--- src/rtl/core/kmp_pkg.sv ---
// ----------------------------------------------------------------------------
// kmp_pkg
// Shared types, constants and helpers of the keyboard macro player.
// ----------------------------------------------------------------------------
package kmp_pkg;

    localparam int MACRO_SLOTS    = 128;
    localparam int KEYS_PER_MACRO = 32;
    localparam int HELD_DEPTH     = 16;
    localparam int MAX_RESULTS    = 64;

    localparam int MI_W = $clog2(MACRO_SLOTS);
    localparam int KS_W = $clog2(KEYS_PER_MACRO) > 0 ? $clog2(KEYS_PER_MACRO) : 1;
    localparam int HD_W = $clog2(HELD_DEPTH) > 0 ? $clog2(HELD_DEPTH) : 1;
    localparam int HC_W = $clog2(HELD_DEPTH + 1);
    localparam int RC_W = $clog2(MAX_RESULTS + 1);
    localparam int KA_W = MI_W + KS_W;

    localparam logic [1:0] FUNC_HDR  = 2'd0;
    localparam logic [1:0] FUNC_SLOT = 2'd1;
    localparam logic [1:0] FUNC_KEY  = 2'd2;

    localparam logic [9:0] CODE_F13 = 10'd183;
    localparam logic [9:0] CODE_F16 = 10'd186;
    localparam logic [9:0] CODE_F17 = 10'd187;
    localparam logic [9:0] CODE_F22 = 10'd192;

    typedef struct packed {
        logic [1:0] func;
        logic [6:0] macro_index;
        logic [1:0] profile_number;
        logic [2:0] g_number;
        logic [5:0] used_slots;
        logic [4:0] key_slot;
        logic [9:0] key_code;
        logic       is_release;
    } item_t;

    typedef struct packed {
        logic       kind;
        logic [9:0] out_key;
        logic       pressed;
        logic [3:0] led_mask;
        logic       last;
    } result_t;

    typedef enum logic [2:0] {
        EV_LED,
        EV_LED_REC,
        EV_KEY_DN,
        EV_KEY_UP,
        EV_POP
    } ev_t;

    typedef struct packed {
        logic load;
        logic hdr_wr;
        logic key_wr;
        logic set_prof;
        logic scan_clr;
        logic scan_rd;
        logic scan_inc;
        logic start_play;
        logic key_rd;
        logic peek_rd;
        logic j_inc;
        logic emit;
        ev_t  ev;
        logic push;
        logic pop;
        logic flush;
    } cmd_t;

    typedef struct packed {
        logic sel_prof;
        logic sel_rec;
        logic sel_play;
        logic hdr_match;
        logic scan_last;
        logic slot_mark;
        logic slot_mod;
        logic plain_chk;
        logic slots_done;
        logic held_zero;
        logic emit_ok;
        logic flush_ok;
    } sts_t;

    function automatic logic modifier_key(input logic [9:0] c);
        return c == 10'd29 || c == 10'd97 || c == 10'd42 || c == 10'd54 ||
               c == 10'd56 || c == 10'd100 || c == 10'd125 || c == 10'd126;
    endfunction

endpackage

--- src/rtl/core/kmp_ctrl.sv ---
// ----------------------------------------------------------------------------
// kmp_ctrl
// Sequencer of the macro player: decodes items, scans headers, walks slots.
// ----------------------------------------------------------------------------
module kmp_ctrl (
    input  logic           clk,
    input  logic           rst_n,
    input  logic           item_valid,
    input  logic [1:0]     item_func,
    output logic           item_ready,
    input  kmp_pkg::sts_t  sts,
    output kmp_pkg::cmd_t  cmd
);
    import kmp_pkg::*;

    typedef enum logic [3:0] {
        S_IDLE, S_DISP, S_LED_REC, S_LED, S_SCAN_RD, S_SCAN_CHK, S_SLOT_CHK,
        S_KEY_EVAL, S_KEY_UP, S_PEEK_EVAL, S_NEXT, S_REL, S_FLUSH
    } state_t;

    state_t state_reg, state_next;
    logic   rel_end_reg, rel_end_next;

    always_ff @(posedge clk or negedge rst_n)
    begin
        if (!rst_n)
        begin
            state_reg   <= S_IDLE;
            rel_end_reg <= 1'b0;
        end
        else
        begin
            state_reg   <= state_next;
            rel_end_reg <= rel_end_next;
        end
    end

    assign item_ready = (state_reg == S_IDLE);

    always_comb
    begin
        cmd          = '0;
        cmd.ev       = EV_LED;
        state_next   = state_reg;
        rel_end_next = rel_end_reg;
        unique case (state_reg)
            S_IDLE:
            begin
                if (item_valid)
                begin
                    cmd.load = 1'b1;
                    if (item_func == FUNC_HDR)       cmd.hdr_wr = 1'b1;
                    else if (item_func == FUNC_SLOT) cmd.key_wr = 1'b1;
                    else if (item_func == FUNC_KEY)  state_next = S_DISP;
                end
            end
            S_DISP:
            begin
                if (sts.sel_prof)
                begin
                    cmd.set_prof = 1'b1;
                    state_next   = S_LED;
                end
                else if (sts.sel_rec)
                    state_next = S_LED_REC;
                else if (sts.sel_play)
                begin
                    cmd.scan_clr = 1'b1;
                    state_next   = S_SCAN_RD;
                end
                else
                    state_next = S_IDLE;
            end
            S_LED_REC:
            begin
                if (sts.emit_ok)
                begin
                    cmd.emit   = 1'b1;
                    cmd.ev     = EV_LED_REC;
                    state_next = S_LED;
                end
            end
            S_LED:
            begin
                if (sts.emit_ok)
                begin
                    cmd.emit   = 1'b1;
                    cmd.ev     = EV_LED;
                    state_next = S_FLUSH;
                end
            end
            S_SCAN_RD:
            begin
                cmd.scan_rd = 1'b1;
                state_next  = S_SCAN_CHK;
            end
            S_SCAN_CHK:
            begin
                if (sts.hdr_match)
                begin
                    cmd.start_play = 1'b1;
                    state_next     = S_SLOT_CHK;
                end
                else if (sts.scan_last)
                    state_next = S_FLUSH;
                else
                begin
                    cmd.scan_inc = 1'b1;
                    state_next   = S_SCAN_RD;
                end
            end
            S_SLOT_CHK:
            begin
                if (sts.slots_done)
                begin
                    rel_end_next = 1'b1;
                    state_next   = S_REL;
                end
                else
                begin
                    cmd.key_rd = 1'b1;
                    state_next = S_KEY_EVAL;
                end
            end
            S_KEY_EVAL:
            begin
                if (sts.slot_mark)
                begin
                    rel_end_next = 1'b0;
                    state_next   = S_REL;
                end
                else if (sts.emit_ok)
                begin
                    cmd.emit = 1'b1;
                    cmd.ev   = EV_KEY_DN;
                    if (sts.slot_mod)
                    begin
                        cmd.push   = 1'b1;
                        state_next = S_NEXT;
                    end
                    else
                        state_next = S_KEY_UP;
                end
            end
            S_KEY_UP:
            begin
                if (sts.emit_ok)
                begin
                    cmd.emit = 1'b1;
                    cmd.ev   = EV_KEY_UP;
                    if (sts.plain_chk)
                    begin
                        cmd.peek_rd = 1'b1;
                        state_next  = S_PEEK_EVAL;
                    end
                    else
                        state_next = S_NEXT;
                end
            end
            S_PEEK_EVAL:
            begin
                if (!sts.slot_mark && !sts.slot_mod)
                begin
                    rel_end_next = 1'b0;
                    state_next   = S_REL;
                end
                else
                    state_next = S_NEXT;
            end
            S_NEXT:
            begin
                cmd.j_inc  = 1'b1;
                state_next = S_SLOT_CHK;
            end
            S_REL:
            begin
                if (sts.held_zero)
                    state_next = rel_end_reg ? S_FLUSH : S_NEXT;
                else if (sts.emit_ok)
                begin
                    cmd.emit = 1'b1;
                    cmd.ev   = EV_POP;
                    cmd.pop  = 1'b1;
                end
            end
            S_FLUSH:
            begin
                if (sts.flush_ok)
                begin
                    cmd.flush  = 1'b1;
                    state_next = S_IDLE;
                end
            end
            default: state_next = S_IDLE;
        endcase
    end

endmodule

--- config.mk ---
export PLATFORM = sky130hd
export DESIGN_NAME = kmp_ctrl
export DESIGN_NICKNAME = d
export VERILOG_FILES = /design/src/rtl/core/kmp_pkg.sv /design/src/rtl/core/kmp_ctrl.sv
export SDC_FILE = /design/constraint.sdc
export NUM_CORES = 1
export LEC_CHECK = 0
export BUFFER_PORTS_ARGS = -buffer_cell sky130_fd_sc_hd__buf_4
export CAP_MARGIN = 10
export CORE_MARGIN = 10
export CORE_UTILIZATION = 46
export CTS_BUF_LIST = sky130_fd_sc_hd__clkbuf_8
export DETAILED_ROUTE_END_ITERATION = 8
export PLACE_DENSITY = 0.82
export SLEW_MARGIN = 30
export SYNTH_ARGS = -nofsm -noshare
export SYNTH_HDL_FRONTEND = slang
export SYNTH_SLANG_ARGS = --single-unit
--- constraint.sdc ---
create_clock -name clk -period 2.05 [get_ports clk]
set_input_delay 0.1025 -clock clk [delete_from_list [all_inputs] [get_ports clk]]
set_output_delay 0.1025 -clock clk [all_outputs]
set_load 0.05 [all_outputs]
# ---- Word-level counts from Yosys, hierarchy flattened
# Index checks and enable logic that the tools add are counted.
# W data, S select, Z words.
dict set report word_totals {
  in_bits 17
  register_bits 5
  word_cells 99
  out_inout_bits 19
}
dict set report classes {
  n_eq_ne 27
  mux 62
  n_reduce_logical 8
}
# op count
set op_table {}
lappend op_table {{$mux W4} 21}
lappend op_table {{$pmux W4 S13} 1}
lappend op_table {{$mux W1} 28}
lappend op_table {{$ne A2 B2 Y1 const B} 11}
lappend op_table {{$eq A4 B4 Y1 const B} 5}
lappend op_table {{$pmux W4 S5} 1}
lappend op_table {{$eq A4 B3 Y1 const B} 4}
lappend op_table {{$mux W3} 4}
lappend op_table {{$mux W5} 2}
lappend op_table {{$reduce_and A10 Y1} 1}
lappend op_table {{$eq A4 B2 Y1 const B} 2}
lappend op_table {{$mux W2} 4}
lappend op_table {{$eq A4 B1 Y1 const B} 1}
lappend op_table {{$logic_not A4 Y1} 1}
lappend op_table {{$reduce_and A4 Y1} 1}
lappend op_table {{$ne A3 B3 Y1 const B} 1}
lappend op_table {{$pmux W1 S3} 1}
lappend op_table {{$reduce_bool A3 Y1} 1}
lappend op_table {{$eq A2 B1 Y1 const B} 1}
lappend op_table {{$eq A2 B2 Y1 const B} 1}
lappend op_table {{$logic_not A1 Y1} 2}
lappend op_table {{$logic_not A2 Y1} 1}
lappend op_table {{$ne A2 B1 Y1 const B} 1}
lappend op_table {{$logic_and A1 B1 Y1} 1}

# ---- Depth between registers and ports, before layout
dict set report logic_depth {
  depth_word 6
  ltp_mapped 7
  depth_no_buf 5
}

# ---- Least setup slack after synthesis
# Ideal clock, no wire load.
dict set report synth_path {
  path_kind {register to output}
  from {register state_reg[3]}
  to {output cmd[15] in the netlist's numbering}
  arrival_time_ns 2.970
  path_stages_with_launch 5
  slack_ns -1.022
  required_time_ns 1.947
  n_path_buf 1
  cell_sequence {dfrtp_1 -> buf_4 -> nor4_2 -> nand2_1 -> nor3b_1}
}
# element line_no
set synth_rtl {}
lappend synth_rtl {{start, declared} kmp_ctrl.sv:21} ;# state_t state_reg, state_next;
lappend synth_rtl {{start signal, assigned} kmp_ctrl.sv:33} ;# state_reg <= state_next;
lappend synth_rtl {{end, declared} kmp_ctrl.sv:12} ;# output kmp_pkg::cmd_t cmd

==> impl_metrics.py <==
metrics = {
    "detailed_routing": {
        "dr.pass1.iters": 4,
        "drt_wl_total_microns": 2847,
        "vias_per_cell": 6.541,
        "drc": 0,
        "drt-initial-drc-count": 52,
        "wl_per_cell_microns": 19.24,
        "antenna_left": 0,
        "vias": 968,
    },
    "sta": {
        "fmax_mhz": 515.1,
        "grt_setup_unrepaired": "no",
        "whs_ns": 0.2210,
        "period_minus_slack_ns": 1.941,
        "period_share": 0.9469,
        "clock_skew_ns": 0.003314,
        "setup-violations-final": 0,
        "worst_pin_slew_ns": 0.6246,
        "hold_viol": 0,
        "slew_headroom": 0.5836,
        "drv_slew": 0,
    },
    "clock_tree": {
        "htree_levels": 1,
        "cts.sinks": 5,
        "clkLatencyLatePin_ns": 0.22,
        "cts_made_buffers": 3,
        "path_clk_slew_ns": 0.04,
        "cts_setup_buffers": 0,
        "clk_path_buf_depth": 2,
        "cts_tree": "done",
        "cts_root_buffer": "clkbuf_8",
    },
    "logic_synthesis": {
        "synth-edff-count": 0,
        "netlist_instances": 94,
        "synth_top_cell_by_area": "dfrtp_1",
        "synthFlopType": "dfrtp_1",
        "syn_area_sq_um": 705.7,
        "ys_seq_elements": 5,
        "yosys.area.top_type_share": 0.1773,
        "ys_warn_count": 0,
        "synth_area_per_cell_sq_um": 7.507,
        "synthTopCellsByArea": "dfrtp_1 (18%), nor3_1 (5.7%), nor4b_1 (5.0%), a21oi_1 (4.3%), buf_2 (4.3%)",
        "synth.net_count": 111,
        "ys_seq_area_frac": 0.1773,
        "async_flop_share": 1.000,
        "yosysUniqueCellTypes": 41,
    },
    "layout": {
        "final_cell_mix": "buf_4 (42), nand2_1 (8), nor2_1 (7)",
        "n_antenna_cell": 0,
        "area_growth_pct": 54.79,
        "design_area_sq_mm": 0.001092,
        "final_nets": 150,
        "layout_commonest_cell": "buf_4",
        "largest_register_ffs": 4,
        "final_layout_size_suffix_gt1_frac": 0.4470,
    },
    "placement": {
        "hpwl_microns": 2145,
        "globalplace.congestion": 0.8660,
        "io_buffers": 35,
        "dpl_cell_area_sq_mm": 0.001036,
    },
    "global_routing": {
        "antenna_found_initial": 0,
        "grt_pass1_wl_microns": 4740,
        "grt_usage": 0.1666,
        "gr-total-overflow": 0,
        "grt_pass1_vias": 1034,
        "grt_max_degree": 19,
    },
    "setup_path": {
        "cp_data_arrival_time_ns": 1.84,
        "start_kind": "register",
        "ff2ff_setup_slack_ns": 0.17,
        "r2r-start": "state_reg[1]",
        "worst-path-max-fanout": 18,
        "endpoint_kind": "output pin",
        "crit_type": "reg -> out",
        "crit_required_ns": 1.95,
        "r2r_cells": 5,
        "r2r-end": "state_reg[2]",
    },
    "floorplanning": {
        "die_x_microns": 59.17,
        "die_area_sq_mm": 0.003501,
        "die_h_microns": 59.17,
        "pin_count": 36,
        "initial_utilization": 0.4796,
        "core_area_sq_mm": 0.001471,
        "rows": 14,
    },
    "status": {
        "outcome": "completed",
    },
    "min_path": {
        "hold-path-endpoint": "rel_end_reg",
        "worstHoldStart": "sts[3]",
        "hold_depth": 3,
        "hold_path_class": "in -> reg",
    },
    "power_and_ir_drop": {
        "ir_drop_uv": 1052,
        "cellPowerDensity_mw_per_mm2": 1528,
        "p_leak_nw": 0.4804,
    },
    "job": {
        "drv_cap": 0,
    },
}
-- kinds of logic (layout without fill, tap and decap cells) --
family / Yosys count / in the layout / share of synthesized area
AO/OA/AOI/OAI: 31 / 31 / 0.3138
flip-flops: 5 / 5 / 0.1773
XOR/XNOR: 1 / 1 / 0.01241
AND/OR/NAND/NOR: 44 / 44 / 0.3901
buffers and inverters: 13 / 51 / 0.1064
-- routing by layer --
| metal | part of all wire | track usage |
|---|---|---|
| met5 | 0 | 0 |
| met4 | 0.041 | 0.1082 |
| met3 | 0.10 | 0.05365 |
| met2 | 0.51 | 0.2898 |
| met1 | 0.34 | 0.1652 |
-- synthesized netlist by cell type, types with 2 or more instances --
| cell | number |
|---|---|
| nor4_1 | 2 |
| a31oi_1 | 2 |
| nand2_1 | 8 |
| a21oi_1 | 6 |
| buf_6 | 2 |
| nor4b_1 | 4 |
| o31ai_1 | 4 |
| buf_2 | 6 |
| o21ai_1 | 3 |
| dfrtp_1 | 5 |
| o21a_1 | 3 |
| nor3_1 | 8 |
| nand3_1 | 3 |
| nand2b_1 | 2 |
| nor2_1 | 7 |
| inv_1 | 4 |
-- critical path, cell delays in order, from the launching register on --
cell and delay, ns:
dfrtp_1 0.73, nand3_1 0.30, nor3_2 0.25, a311o_1 0.15, buf_4 0.19
-- worst max-delay path by stage --
stage / slack, ns / end / start
after detailed placement: 0.29 / state_reg[0] / state_reg[0]
final: 0.11 / cmd[6] / state_reg[0]
after global routing: 0.007 / cmd[6] / state_reg[0]
after global placement: 0.31 / cmd[6] / state_reg[2]
after floorplan: -0.25 / cmd[15] / state_reg[3]
after CTS: 0.06 / cmd[6] / state_reg[2]
-- timing repair --
action | CTS | global route
setup endpoints to repair | 0 | 2
gates resized for setup | 0 | 1
hold buffers | 1 | 0
hold endpoints to repair | 5 | 0
-- report_power, final --
| group | internal, mW | total, mW | switching [mW] | leakage [nW] |
|---|---|---|---|---|
| combinational | 0.461 | 1.16 | 0.695 | 0.393 |
| clock | 0.129 | 0.179 | 0.0505 | 0.0269 |
| sequential | 0.147 | 0.334 | 0.186 | 0.0607 |
-- final cells by class --
cell class	instances	area (sq um)
multi-input combinational	76	560.5
fill	123	379.1
timing repair buffer	43	325.3
sequential	5	126.4
clock buffer	3	41.29
tap	16	20.02
inverter	4	15.01
clock inverter	1	3.754
-- stage by stage --
stage                     total power [mW]  std cells  setup slack (ns)  TNS (ns)    util
final                                1.669        148            0.1088         0  0.7423
after global routing                 1.782        148          0.007365         0  0.7423
after CTS                            1.638        148           0.06278         0  0.7415
after detailed placement             1.441        143            0.2868         0  0.7041
after global placement               1.411        143            0.3052         0  0.7041
after floorplan                      1.151         94           -0.2462   -0.2654       -
Power figures use the tool's default switching activity.
